### src/rtl/rtpp_pkg.sv
// ---------------------------------------------------------------------------
// rtpp_pkg: shared definitions for the packed pixel converter
// format codes, register indexes, byte counts and channel scaling tables
// ---------------------------------------------------------------------------
package rtpp_pkg;

  // output format codes
  localparam logic [2:0] FMT_RGB565   = 3'd0;
  localparam logic [2:0] FMT_BGR888   = 3'd1;
  localparam logic [2:0] FMT_ARGB4444 = 3'd2;
  localparam logic [2:0] FMT_ARGB1555 = 3'd3;
  localparam logic [2:0] FMT_BGRA8888 = 3'd4;

  // configuration register indexes
  localparam logic REG_PIXEL_FORMAT    = 1'b0;
  localparam logic REG_INPUT_HAS_ALPHA = 1'b1;

  // byte counts
  localparam logic [2:0] BYTES_2 = 3'd2;
  localparam logic [2:0] BYTES_3 = 3'd3;
  localparam logic [2:0] BYTES_4 = 3'd4;

  // scaling ratios, exact integer forms of v/8.2258, v/4.047619 and v/17
  localparam int Scale5Num = 10000;
  localparam int Scale5Den = 82258;
  localparam int Scale6Num = 1000000;
  localparam int Scale6Den = 4047619;
  localparam int Scale4Den = 17;

  typedef logic [255:0][3:0] lut4_t;
  typedef logic [255:0][4:0] lut5_t;
  typedef logic [255:0][5:0] lut6_t;

  function automatic lut4_t build_to4();
    lut4_t t;
    for (int i = 0; i < 256; i++) begin
      t[i] = 4'(i / Scale4Den);
    end
    return t;
  endfunction

  function automatic lut5_t build_to5();
    lut5_t t;
    for (int i = 0; i < 256; i++) begin
      t[i] = 5'((i * Scale5Num) / Scale5Den);
    end
    return t;
  endfunction

  function automatic lut6_t build_to6();
    lut6_t t;
    for (int i = 0; i < 256; i++) begin
      t[i] = 6'((i * Scale6Num) / Scale6Den);
    end
    return t;
  endfunction

  localparam lut4_t To4Lut = build_to4();
  localparam lut5_t To5Lut = build_to5();
  localparam lut6_t To6Lut = build_to6();

endpackage

### src/rtl/rgb_to_packed_pixel_converter.sv
// ---------------------------------------------------------------------------
// rgb_to_packed_pixel_converter
// packs an 8-bit rgba pixel into rgb565, bgr888, argb4444, argb1555 or
// bgra8888 as a little-endian word with its byte count
// ---------------------------------------------------------------------------
//
//  channel   direction  handshake               payload
//  -------   ---------  ----------------------  ---------------------------------
//  cfg       in         cfg_valid_i/cfg_ready_o cfg_index_i, cfg_data_i
//  in        in         in_valid_i/in_ready_o   red_i, green_i, blue_i, alpha_i
//  out       out        out_valid_o/out_ready_i pixel_word_o, byte_count_o
//
//  one pixel transfer per cycle while the output is not stalled; a pixel
//  passes through the input register, table lookup and packing mux, and
//  the result register
//  reset clears the valid flags and loads pixel_format 0, input_has_alpha 1
//  a stalled output holds its result while the input register still takes
//  one more pixel; cfg writes are always ready and take effect at once
//
module rgb_to_packed_pixel_converter
  import rtpp_pkg::*;
(
  input  logic        clk_i,
  input  logic        rst_ni,
  // configuration writes
  input  logic        cfg_valid_i,
  output logic        cfg_ready_o,
  input  logic        cfg_index_i,
  input  logic [2:0]  cfg_data_i,
  // pixel input
  input  logic        in_valid_i,
  output logic        in_ready_o,
  input  logic [7:0]  red_i,
  input  logic [7:0]  green_i,
  input  logic [7:0]  blue_i,
  input  logic [7:0]  alpha_i,
  // packed result
  output logic        out_valid_o,
  input  logic        out_ready_i,
  output logic [31:0] pixel_word_o,
  output logic [2:0]  byte_count_o
);

  // configuration registers
  logic [2:0] pixel_format_q;
  logic       has_alpha_q;

  // input stage
  logic       s1_valid_q;
  logic [7:0] red_q, green_q, blue_q, alpha_q;

  // result stage
  logic        out_valid_q;
  logic [31:0] word_q, word_d;
  logic [2:0]  count_q, count_d;

  logic s2_ready;
  logic s1_advance;
  logic [7:0] alpha_eff;

  assign cfg_ready_o = 1'b1;

  always_ff @(posedge clk_i or negedge rst_ni) begin
    if (!rst_ni) begin
      pixel_format_q <= FMT_RGB565;
      has_alpha_q    <= 1'b1;
    end else if (cfg_valid_i) begin
      unique case (cfg_index_i)
        REG_PIXEL_FORMAT:    pixel_format_q <= cfg_data_i;
        REG_INPUT_HAS_ALPHA: has_alpha_q    <= cfg_data_i[0];
        default:             ;
      endcase
    end
  end

  // result register frees up when empty or when its transfer completes
  assign s2_ready   = !out_valid_q || out_ready_i;
  assign s1_advance = s1_valid_q && s2_ready;
  assign in_ready_o = !s1_valid_q || s2_ready;

  always_ff @(posedge clk_i or negedge rst_ni) begin
    if (!rst_ni) begin
      s1_valid_q <= 1'b0;
    end else if (in_ready_o) begin
      s1_valid_q <= in_valid_i;
    end
  end

  always_ff @(posedge clk_i) begin
    if (in_valid_i && in_ready_o) begin
      red_q   <= red_i;
      green_q <= green_i;
      blue_q  <= blue_i;
      alpha_q <= alpha_i;
    end
  end

  // missing alpha reads as fully opaque
  assign alpha_eff = has_alpha_q ? alpha_q : 8'hFF;

  always_comb begin
    word_d  = '0;
    count_d = BYTES_2;
    unique case (pixel_format_q)
      FMT_BGR888: begin
        word_d  = {8'h00, red_q, green_q, blue_q};
        count_d = BYTES_3;
      end
      FMT_ARGB4444: begin
        word_d  = {16'h0000, To4Lut[alpha_eff], To4Lut[red_q],
                   To4Lut[green_q], To4Lut[blue_q]};
        count_d = BYTES_2;
      end
      FMT_ARGB1555: begin
        word_d  = {16'h0000, (alpha_eff != 8'h00), To5Lut[red_q],
                   To5Lut[green_q], To5Lut[blue_q]};
        count_d = BYTES_2;
      end
      FMT_BGRA8888: begin
        word_d  = {alpha_eff, red_q, green_q, blue_q};
        count_d = BYTES_4;
      end
      default: begin
        // rgb565, also for the unused format codes
        word_d  = {16'h0000, To5Lut[red_q], To6Lut[green_q], To5Lut[blue_q]};
        count_d = BYTES_2;
      end
    endcase
  end

  always_ff @(posedge clk_i or negedge rst_ni) begin
    if (!rst_ni) begin
      out_valid_q <= 1'b0;
    end else if (s2_ready) begin
      out_valid_q <= s1_valid_q;
    end
  end

  always_ff @(posedge clk_i) begin
    if (s1_advance) begin
      word_q  <= word_d;
      count_q <= count_d;
    end
  end

  assign out_valid_o  = out_valid_q;
  assign pixel_word_o = word_q;
  assign byte_count_o = count_q;

  // a result always carries two to four bytes
  a_count_range: assert property (@(posedge clk_i) disable iff (!rst_ni)
    out_valid_q |-> (count_q == BYTES_2 || count_q == BYTES_3 || count_q == BYTES_4))
    else $error("byte count out of range");

  // bytes past the count are zero
  a_upper_zero_2: assert property (@(posedge clk_i) disable iff (!rst_ni)
    (out_valid_q && count_q == BYTES_2) |-> (word_q[31:16] == 16'h0000))
    else $error("nonzero bytes beyond a two byte result");

  a_upper_zero_3: assert property (@(posedge clk_i) disable iff (!rst_ni)
    (out_valid_q && count_q == BYTES_3) |-> (word_q[31:24] == 8'h00))
    else $error("nonzero byte beyond a three byte result");

  // input only stalls when both stages are full
  a_stall_full: assert property (@(posedge clk_i) disable iff (!rst_ni)
    !in_ready_o |-> (s1_valid_q && out_valid_q))
    else $error("input stalled with a free stage");

  // a held input stage keeps its pixel
  a_s1_hold: assert property (@(posedge clk_i) disable iff (!rst_ni)
    (s1_valid_q && !s2_ready) |=> (s1_valid_q && $stable(red_q) && $stable(blue_q)))
    else $error("input stage changed while stalled");

endmodule
### config.mk
export PLATFORM = sky130hd
export DESIGN_NAME = rgb_to_packed_pixel_converter
export DESIGN_NICKNAME = d
export VERILOG_FILES = /design/src/rtl/rtpp_pkg.sv /design/src/rtl/rgb_to_packed_pixel_converter.sv
export SDC_FILE = /design/constraint.sdc
export NUM_CORES = 1
export LEC_CHECK = 0
export ABC_AREA = 1
export BUFFER_PORTS_ARGS = -buffer_cell sky130_fd_sc_hd__clkbuf_2
export CORE_MARGIN = 5
export CORE_UTILIZATION = 45
export DETAILED_ROUTE_END_ITERATION = 7
export GPL_ROUTABILITY_DRIVEN = 1
export PLACE_DENSITY = 0.78
export RECOVER_POWER = 50
export SLEW_MARGIN = 20
export SYNTH_ARGS = -nofsm -noshare
export SYNTH_HDL_FRONTEND = slang
export SYNTH_SLANG_ARGS = --single-unit
### constraint.sdc
create_clock -name clk_i -period 2.5 [get_ports clk_i]
set_input_delay 0.125 -clock clk_i [delete_from_list [all_inputs] [get_ports clk_i]]
set_output_delay 0.125 -clock clk_i [all_outputs]
set_load 0.05 [all_outputs]
# Word-level counts from Yosys, hierarchy flattened
# Memory sizes are Yosys's and may differ from the RTL's. A register that Yosys moved wholly into a read port is not among the register bits.
# Cells that the tools add are included.
# op_classes
n_lt_le_gt_ge,4
n_eq_ne,4
muxes,18
bitwise_logic,1
n_reduce_logical,9
# ops
cell,n
32-bit one-hot mux with 4 select lines,1
8-bit two-way mux,8
8-bit by 9-bit < comparator with 1-bit output (second input constant),4
4-bit two-way mux,4
5-bit two-way mux,3
8-bit nonzero test,1
3-bit by 2-bit == test with 1-bit output (second input constant),2
6-bit two-way mux,1
3-bit one-hot mux with 2 select lines,1
2-bit AND reduction,2
3-bit by 1-bit == test with 1-bit output (second input constant),1
3-bit == test (second input constant),1
1-bit logical AND,2
1-bit logical NOT,2
1-bit logical OR,2
1-bit NOT,1
# word_totals
regBits,73
romBits,9472
input_bits,41
out_inout_bits,38
elab_cells,54
memories,8
# mem_list
memory,depth,width,rd,rd_ports_with_merged_regs,wr,line,source
(no name shown),256,6,1,1,0,rgb_to_packed_pixel_converter.sv:125,"word_d = {16'h0000, To5Lut[red_q], To6Lut[green_q], To5Lut[blue_q]};"
(no name shown),256,5,1,1,0,rgb_to_packed_pixel_converter.sv:125,
(no name shown),256,5,1,1,0,rgb_to_packed_pixel_converter.sv:125,
(no name shown),256,5,1,1,0,rgb_to_packed_pixel_converter.sv:116,"To5Lut[green_q], To5Lut[blue_q]};"
(no name shown),256,4,1,1,0,rgb_to_packed_pixel_converter.sv:111,"To4Lut[green_q], To4Lut[blue_q]};"
(no name shown),256,4,1,1,0,rgb_to_packed_pixel_converter.sv:111,
+2 memories,--,--,--,--,--,--,

# Longest topological paths before layout
# Gate-level depths: netlist (run 1).
# logic_depth
depth_word,5
mapped_depth,20

# Worst setup path before layout (run 1)
# Ideal clock, no wire load.
# synth_path
kind,reg2reg
from,"reg out_valid_q, in the netlist out_valid_o"
to,"reg count_q[0], in the netlist byte_count_o[0], enable pin"
setup_ps,439
t_arrival_ps,2437
slack_ps,-376
path_stages_with_launch,2
n_path_buf,0
period_less_slack_ps,2876
path_cell_list,dfrtp_1 > a21oi_1
# synth_between
elab_chain_cells,3
# synth_lines
element,line,source
start: declaration,rgb_to_packed_pixel_converter.sv:53,logic out_valid_q;
start signal: assignment,rgb_to_packed_pixel_converter.sv:135,out_valid_q <= s1_valid_q;
1-bit logical NOT,rgb_to_packed_pixel_converter.sv:77,assign s2_ready = !out_valid_q || out_ready_i;
1-bit logical OR,rgb_to_packed_pixel_converter.sv:77,
1-bit logical AND,rgb_to_packed_pixel_converter.sv:78,assign s1_advance = s1_valid_q && s2_ready;
via s1_advance,rgb_to_packed_pixel_converter.sv:58,logic s1_advance;
end signal: assignment,rgb_to_packed_pixel_converter.sv:142,count_q <= count_d;
end: declaration,rgb_to_packed_pixel_converter.sv:55,"logic [2:0] count_q, count_d;"
# The timed path passes the listed nets, and every way through them passes these cells.
# A chain may end at the register's enable or synchronous reset.

==> metrics.txt, run 1 <==
Mapped Area about 7400 um^2; share of cells above drive strength 1 between 10% and 20%; crit path time final about 2300 ps; initial antenna violation count 1; DR vias 7,421; Leakage ~4 nW; grt ovf 0; Setup CP Type flop to flop; crit share post-route slightly above 90%; synth warn 0; Crit Path Max Fanout 32; status finished clean; CTS H-tree depth 3; grt met2 use around 37%; wire per inst between 15 and 20 um; setup ws final 187.7 ps; Worst-Margin Slew roughly 1100 ps; die area ~19,000 um^2; Final Setup Violations 0; Placement Setup Slack roughly 130 ps; DP Area 8169 um^2; GRT met1 Usage between 30 and 40%; chip height 138.0 um; Netlist cell types 47; worst vdd ir roughly 0.40 mV; post-route ant nets 0; Global Route met3 Usage 4.310%; Hold WS around 36 ps; worst skew pair latency ~350 ps; floorplan core area 16,000 um^2; First DRT Iteration DRCs 660; worst r2r path cells 13; CP arrival ~2600 ps; global-route wire length before repair ~36,000 um; final hold vios 0; Clk pin slew, worst setup/hold paths about 70 ps; TritonCTS clock tree done; vias per cell approximately 5.4; Crit. End Element flop; #FFs+latches synth approximately 110; power consumption 5.971 mW; Slew headroom between 20% and 30%; vias in the first global route 6,934; drt pass-1 iters 6; Hold Crit Class input port to flop; # rows 46; Crit path required time roughly 2700 ps; Routed WL 21,840 um; Final Max Slew Viols 0; fraction of registers with async set/reset 5.660%; mean post-synth cell area 7.179 um^2; Mapped Nets between 1,000 and 1,500; largest net degree at the start of global routing 36; Synth Flop Type edfxtp_1; Worst Hold Depth 3; hpwl dp roughly 17,000 um; clk_skew 11.52 ps; crit path launch type flop; Layout area overhead 18.85%; pwr/cell area between 600 and 700 nW/um^2; I/O pin cnt a little under 80; Post-Synthesis Cells 1,027; Port Buffers 77; post-layout net count 1,238; Post-synth EDFFs 67; FILL cells about 1,600; Final Instance Area around 8800 um^2; TritonCTS Sinks 106; gpl congestion around 0.94; GR Util All Layers between 20 and 25%; Max-cap violations 0; drc violations 0; register area share after synthesis about two fifths; Peak Freq around 430 MHz; Max clock buf depth 2; CTS Buf Count 9; busiest grt layer met2; clock root cell clkbuf_16; chip width ~140 um; Initial Util a little under half
## critical path, stage by stage, from the launching register on
cell and delay, ps:
dfrtp_1 400, nand3_4 140, nand2_8 170, buf_12 210, nand2_1 90, nand2_2 90
clkinvlp_4 200, ha_1 250, inv_1 80, o21ai_0 150, a21oi_1 220, nand2_1 70
nand2_1 60, inv_1 40
## layout make-up
cell class / count / area, um^2 / area share (%)
clock inverters: 6 / 62.56 / 0.7139
multi-input cells: 783 / 3975 / 45.36
flip-flops and latches: 106 / 2825 / 32.24
inverters: 101 / 385.4 / 4.397
repair buffers: 157 / 1013 / 11.56
diodes: 1 / 2.502 / 0.02856
well taps: 216 / 270.3 / 3.084
clock buffers: 10 / 229.0 / 2.613
## cell families after synthesis
group | synth area share (%)
DFF | 38.30
adders and majority gates | 6.618
buffers and inverters | 8.162
AOI/OAI and AO/OA | 12.83
other | 0.05086
and+or+nand+nor | 34.04
## metal layers
layer  vias up  part of all wire [%]
li1       3669                     -
met1      3390                    45
met2       324                    46
met3        38                   7.2
met4         0                   1.9
met5         -                     0
## final timing paths
| kind | slack (ps) | startpoint | end |
|---|---|---|---|
| max | 190 | s1_valid_q | flop |
| min | 40 | cfg_data_i[1] | pixel_format_q[1] |
| max reg2reg | 190 | s1_valid_q | flop |
| min reg2reg | 520 | flop | pixel_word_o[3] |
| max in group asynchronous | 2000 | rst_ni | has_alpha_q |
| min in group asynchronous | 210 | rst_ni | pixel_format_q[1] |
## cells in the final DEF (no fill, tap or decap), types with 3 or more instances in the layout
cell type	netlist	final
a21oi_1	41	40
a221oi_1	3	3
a31oi_1	13	13
buf_12	0	3
buf_4	8	45
clkbuf_1	8	65
clkbuf_16	0	9
clkbuf_2	1	15
clkinv_1	1	3
dfrtp_1	5	4
dfxtp_1	33	33
dlygate4sd3_1	0	30
edfxtp_1	67	67
ha_1	39	39
inv_1	94	93
inv_2	6	5
nand2_1	338	336
nand2_2	15	17
nand3_1	103	103
nand3b_1	6	6
nand4_1	7	7
nor2_1	86	85
nor2_2	8	9
nor3_1	8	8
o2111ai_1	9	9
o211ai_1	11	11
o21ai_0	56	56
o21ai_1	6	6
o21ai_2	8	8
o31ai_1	3	3
## through the flow
stage,std cells,util (%),setup TNS (ps)
after global routing,1380,54.77,-1.978
final,1380,54.77,0
after floorplan,1027,-,0
after detailed placement,1326,51.06,0
after CTS,1372,54.75,0
after global placement,1326,51.06,0
## synth_stat cells, types with 2 or more instances
cell type	instances	area share, %
a31oi_1	13	1.1
nor3_1	8	0.54
nand2_4	2	0.31
o21ai_2	8	0.95
nand2_2	15	1.3
dfrtp_1	5	1.7
a221oi_1	3	0.36
nand4_1	7	0.59
nand3_1	103	7.0
clkbuf_1	8	0.41
buf_2	15	1.0
o211ai_1	11	1.1
nor2_4	2	0.31
buf_6	3	0.46
o21ai_1	6	0.41
nor2_1	86	4.4
nor2_2	8	0.68
buf_4	8	0.81
ha_1	39	6.6
dfxtp_1	33	9.0
o2111ai_1	9	1.1
o21bai_1	2	0.20
a21oi_1	41	2.8
inv_2	6	0.31
or2_0	2	0.17
o21ai_0	56	3.8
nand3_2	2	0.27
or2_1	2	0.17
nand3b_1	6	0.61
a21o_1	2	0.20
inv_1	94	4.8
edfxtp_1	67	27
o31ai_1	3	0.31
or2_2	2	0.17
nand2_1	338	17
## report_power, final
| group | total [mW] | internal [mW] | switching [mW] | leakage [nW] |
|---|---|---|---|---|
| combinational | 2.28 | 0.688 | 1.59 | 2.88 |
| sequential | 2.29 | 2.18 | 0.116 | 0.992 |
| clock | 1.40 | 0.777 | 0.622 | 0.139 |
| total | 5.97 | 3.64 | 2.33 | 4.01 |
## repair_timing
action,CTS,global route
hold buffers,30,0
gates resized for setup,0,5
endpoints found under the setup margin,0,14
buffers inserted,0,7
hold endpoints to repair,34,0
(Power assumes the default switching activity.)
==> run 2, diff against run 1 <==
--- a/config.mk
+++ b/config.mk
@@ -6,14 +6,13 @@
 export NUM_CORES = 1
 export LEC_CHECK = 0
 export ABC_AREA = 1
-export BUFFER_PORTS_ARGS = -buffer_cell sky130_fd_sc_hd__clkbuf_2
 export CORE_MARGIN = 5
 export CORE_UTILIZATION = 45
 export DETAILED_ROUTE_END_ITERATION = 7
+export DONT_BUFFER_PORTS = 1
 export GPL_ROUTABILITY_DRIVEN = 1
-export PLACE_DENSITY = 0.78
+export PLACE_DENSITY = 0.74
 export RECOVER_POWER = 50
-export SLEW_MARGIN = 20
 export SYNTH_ARGS = -nofsm -noshare
 export SYNTH_HDL_FRONTEND = slang
 export SYNTH_SLANG_ARGS = --single-unit
==> run 2 against run 1 <==
Against the previous run: critical path depth shrank 10; global-route usage shrank 0.86 points; total power shrank 1.6%; flip-flop and latch count is the same; non-clock buffer count shrank 84; clock power is essentially flat; final cell count shrank 6.2%; first-iteration DRC count grew 66%; cell area shrank 4.1%; worst setup slack lost 7.3 ps; via count shrank 3.9%.
==> metrics.txt, run 2 (synthesis results as in run 1) <==
switching share of power 40.35% (+1.4 points); setup_tns 0 ps (unchanged); WHS Endpoint pixel_format_q[1]; RSZ-0062 raised after global routing no; clk_skew 19.05 ps (+7.536 ps); Clk pin slew, worst setup/hold paths 80 ps (about the same); global-route wire length before repair 34,410 um (-3.8%); largest net degree at the start of global routing 28 (-22%); status finished clean; Max-cap violations 0 (unchanged); worst r2r src out_valid_o; Worst Min Path Start cfg_valid_i; commonest non-fill, non-tap cell in the layout nand2_1; chip width 138.0 um (unchanged); CTS H-tree depth 3 (unchanged); Initial Util 46.08% (unchanged); Routed WL 21,500 um (-1.5%); crit share post-route 92.78% (+0.29 points); commonest cells after routing, fill and taps aside nand2_1 (338), nand3_1 (103), inv_1 (93); GR Util All Layers 21.76% (-0.86 points); TritonCTS Sinks 106 (unchanged); Slew headroom 28.53% (+1.4 points); share of cells above drive strength 1 9.453% (-1.7 points); Worst-Margin Slew 1068 ps (-21.26 ps); post-route ant nets 0 (unchanged); Worst Hold Depth 2 (-1); drt pass-1 iters 7 (+1); Non-Filler Instances 1,295 (-6.2%); die area 19,050 um^2 (unchanged); Hold WS 20.02 ps (-15.82 ps); chip height 138.0 um (unchanged); crit path time final 2320 ps (+7.291 ps); gpl congestion 0.9770 (+3.7%); Crit. End Element flop; placed insts 1,236 (-6.8%); vias in the first global route 6,563 (-5.4%); Layout area overhead 14.00%; post-layout net count 1,154 (-6.8%); CP arrival 2370 ps (-190 ps); TritonCTS clock tree done; Final Setup Violations 0 (unchanged); Reg2Reg Setup Slack 180 ps (about the same); Final Util 52.53% (-2.2 points); drc violations 0 (unchanged); pwr/cell area 698.6 nW/um^2 (+2.5%); grt ovf 0 (unchanged); vias per cell 5.507 (+2.4%); crit path launch type flop; wire per inst 16.61 um (+4.9%); Final Max Slew Viols 0 (unchanged); Psw 2.370 mW (+1.8%); final hold vios 0 (unchanged); initial antenna violation count 0 (-1); Crit Path Max Fanout 27 (-16%); share of total power in sequential cells 44.4% (+6.0 points); Max clock buf depth 2 (unchanged); Leakage 3.834 nW (-4.4%); reg-to-reg endpoint pixel_word_o[3]; Port Buffers 0 (-100%); worst r2r path cells 3 (-10); DR vias 7,132 (-3.9%); hpwl dp 15,830 um (-4.4%); power consumption 5.872 mW (-1.6%); ant diodes 0 (-1); Crit path required time 2550 ps (-190 ps); Gate power share 31.3% (-6.9 points); floorplan core area 16,000 um^2 (unchanged); CTS Buf Count 9 (unchanged); worst vdd ir 0.4375 mV (+9.7%); worst skew pair latency 370 ps (+20 ps); Setup CP Type flop to flop; Hold Crit Class input port to flop; Pint 3.503 mW (-3.8%); Peak Freq 431.1 MHz (-0.31%); # rows 46 (unchanged); First DRT Iteration DRCs 1,098 (+66%); clock root cell clkbuf_16; I/O pin cnt 79 (unchanged); Clk pwr share 24.3% (+0.9 points)
-- run 2: cell type report --
type,instances,area (um^2)
inverters,101,385.4
flip-flops and latches,106,2825
clock buffers,9,225.2
well taps,216,270.3
multi-input cells,783,3961
fillers,1592,7595
repair buffers,73,668.1
clock inverters,7,70.07
-- run 2: power groups by stage --
stage                     Sequential (mW)  Combinational [mW]  Clock (mW)
after floorplan                      2.60                1.29           0
after global placement               2.64                1.73           0
after detailed placement             2.65                1.72           0
after CTS                            2.61                1.79        1.45
after global routing                 2.63                2.05        1.51
final                                2.61                1.84        1.43
-- run 2: per-stage QoR --
step | cell area (um^2) | setup slack (ps)
2_1_floorplan | 7381 | 76.69
3_3_place_gp | 7686 | 190.5
3_5_place_dp | 7686 | 142.5
4_1_cts | 8362 | 132.4
5_1_grt | 8406 | 28.23
6_report | 8406 | 180.5
-- run 2: routing by layer --
metal  track usage [%]  up-vias  part of all wire [%]
li1                  -     3483                     -
met1             30.21     3255                    44
met2             34.82      352                    46
met3             4.034       42                   7.8
met4             6.344        0                   2.2
met5                 0        -                     0
-- run 2: worst max path at each step --
stage | from | to | slack (ps) | cells after the start
after floorplan | out_valid_o | flop | 80 | 17
after global placement | out_valid_o | flop | 190 | 12
final | out_valid_o | pixel_word_o[3] | 180 | 3
after global routing | s1_valid_q | flop | 30 | 17
after CTS | out_valid_o | flop | 130 | 12
after detailed placement | out_valid_o | flop | 140 | 12
-- run 2: worst max-delay path, stage by stage (launching register included) --
cell and delay, ps:
dfrtp_2 430, clkbuf_1 370, a21oi_1 910, buf_12 290
-- run 2: repair_timing --
item                                    CTS  global route
endpoints found under the setup margin    0             5
hold buffers                             38             0
hold endpoints to repair                 42             0
setup buffers                             0             5
gates resized for setup                   0             5
==> run 3, diff against run 2 <==
--- a/config.mk
+++ b/config.mk
@@ -6,13 +6,14 @@
 export NUM_CORES = 1
 export LEC_CHECK = 0
 export ABC_AREA = 1
-export CORE_MARGIN = 5
+export CORE_MARGIN = 1.5
 export CORE_UTILIZATION = 45
 export DETAILED_ROUTE_END_ITERATION = 7
 export DONT_BUFFER_PORTS = 1
 export GPL_ROUTABILITY_DRIVEN = 1
-export PLACE_DENSITY = 0.74
+export PLACE_DENSITY = 0.62
 export RECOVER_POWER = 50
+export REMOVE_ABC_BUFFERS = 1
 export SYNTH_ARGS = -nofsm -noshare
 export SYNTH_HDL_FRONTEND = slang
 export SYNTH_SLANG_ARGS = --single-unit
==> run 3 against run 2 <==
Against the previous run: critical path depth grew 11; clock skew shrank 6.7 ps; global-route usage grew 4.6 points; largest power group unchanged.
==> metrics.txt, run 3 (synthesis results as in run 1) <==
share of total power in sequential cells 44.0% (-0.4 points); CP arrival 2550 ps (+180 ps); most frequent CP cell nand2_1; I/O pin cnt 79 (unchanged); grt ovf 0 (unchanged); met1 WL 9748 um (+2.8%); chip width 131.0 um (-5.1%); ant diodes 0 (unchanged); commonest cells after routing, fill and taps aside nand2_1 (337), nand3_1 (103), inv_1 (92); chip height 131.0 um (-5.1%); vias in the first global route 6,740 (+2.7%); Max-cap violations 0 (unchanged); CP Buf/Inv Count 3 (+1); Gate power share 31.8% (+0.5 points); Non-Filler Instances 1,302 (+0.54%); Reg2Reg Setup Slack 190 ps (about the same); gpl congestion 0.9782 (+0.12%); post-route ant nets 0 (unchanged); Top Layer Used met4; Crit Path Max Fanout 17 (-37%); Critical Path Max Stage Delay 410 ps (-500 ps); Port Buffers 0 (unchanged); Hold WS 33.82 ps (+13.80 ps); pwr/cell area 697.5 nW/um^2 (-0.16%); Crit. End Element flop; largest net degree at the start of global routing 33 (+18%); Clk pin slew, worst setup/hold paths 70 ps (about the same); Setup CP Type flop to flop; clock root cell clkbuf_16; GR Util All Layers 26.39% (+4.6 points); FILL cells 1,606 (+0.88%); worst vdd ir 0.3791 mV (-13%); crit path time final 2310 ps (-10.04 ps); global-route wire length before repair 35,030 um (+1.8%); slowest CP cell dfrtp_1; switching share of power 39.04% (-1.3 points); Final Max Slew Viols 0 (unchanged); floorplan core area 15,940 um^2 (-0.36%); CTS H-tree depth 3 (unchanged); WL met3 1179 um (-30%); Max clock buf depth 2 (unchanged); commonest non-fill, non-tap cell in the layout nand2_1; Worst-Margin Slew 917.3 ps (-150.9 ps); RSZ-0062 raised after global routing no; final hold vios 0 (unchanged); crit share post-route 92.38% (-0.40 points); clk_skew 12.31 ps (-6.737 ps); Slew headroom 38.85% (+10 points); First DRT Iteration DRCs 672 (-39%); initial antenna violation count 0 (unchanged); critical path cell sequence nand3_4, buf_4, nand3_1, nand2_2, clkinvlp_4, ha_1, nand2_1, nor2_1, inv_1, nand2_1, nand2_1, nand2_1, o21bai_1, nand2_1; vias per cell 5.422 (-1.5%); Initial Util 46.25% (+0.17 points); power consumption 5.903 mW (+0.53%); Final Setup Violations 0 (unchanged); status finished clean; # rows 46 (unchanged); wire per inst 16.40 um (-1.3%); Leakage 3.865 nW (+0.81%); post-layout net count 1,161 (+0.61%); met2 routed WL 9993 um (+1.3%); Crit path required time 2740 ps (+190 ps); Psw 2.305 mW (-2.7%); Routed WL 21,350 um (-0.73%); CP delay by family, top simple AND/OR/NAND/NOR gates; placed insts 1,245 (+0.73%); CTS Buf Count 9 (unchanged); worst skew pair latency 350 ps (-20 ps); hpwl dp 16,140 um (+2.0%); Peak Freq 433.0 MHz (+0.43%); Layout area overhead 14.78%; crit path launch type flop; Hold Crit Class input port to flop; drt pass-1 iters 5 (-2); Clk pwr share 24.3% (about the same); die area 17,160 um^2 (-9.9%); DR vias 7,060 (-1.0%); Pint 3.599 mW (+2.7%); drc violations 0 (unchanged); TritonCTS clock tree done; TritonCTS Sinks 106 (unchanged); share of cells above drive strength 1 10.04% (+0.58 points)
-- run 3: changes by cell type in the layout (fill, tap and decap cells not counted), sizes merged --
| cell | previous run | this run |
|---|---|---|
| clkinvlp | 3 | 2 |
| clkbuf | 10 | 15 |
| bufinv | 0 | 1 |
| buf | 34 | 38 |
| inv | 102 | 99 |
| clkinv | 3 | 4 |
-- run 3: path summary, 6_finish.rpt --
path                        startpoint                end  depth (start not counted)
max in group asynchronous       rst_ni        has_alpha_q                          1
setup reg to reg           out_valid_o               flop                         14
setup / recovery           out_valid_o               flop                         14
hold reg to reg                   flop    pixel_word_o[6]                          2
min in group asynchronous       rst_ni  pixel_format_q[0]                          1
hold / removal             cfg_valid_i  pixel_format_q[2]                          2
-- run 3: final cells by class --
class                   count  area, um^2  share of cell area (%)
multi-input cells         783        3978                   47.00
flip-flops and latches    106        2824                   33.37
repair buffers             80       708.2                   8.368
inverters                 101       386.6                   4.568
well taps                 216       270.3                   3.193
clock buffers              11       232.7                   2.750
clock inverters             5       63.81                  0.7540
-- run 3: power by group through the flow --
stage	combinational [mW]	clock, mW	sequential, mW
detailed placement	1.78	0	2.64
CTS	1.84	1.45	2.60
finish	1.88	1.43	2.60
global placement	1.80	0	2.63
floorplan	1.22	0	2.60
global route	2.11	1.53	2.63
-- run 3: timing repair --
action / CTS / global route
hold endpoints to repair: 42 / 0
resized for setup: 0 / 8
endpoints found under the setup margin: 0 / 12
hold buffers: 38 / 0
setup buffers: 0 / 3
-- run 3: layer usage --
metal	global-route usage, %	up-vias
li1	-	3526
met1	36.71	3264
met2	43.46	245
met3	2.728	25
met4	7.886	0
met5	0	-
-- run 3: metrics by stage --
stage               instance area (um^2)  setup slack [ps]  TNS, ps  util, %
finish                              8463             190.5        0    53.08
global route                        8463             2.284        0    53.08
CTS                                 8427             167.4        0    52.86
detailed placement                  7750             156.5        0    48.61
global placement                    7750             171.1        0    48.61
floorplan                           7151            -654.5   -24180        -
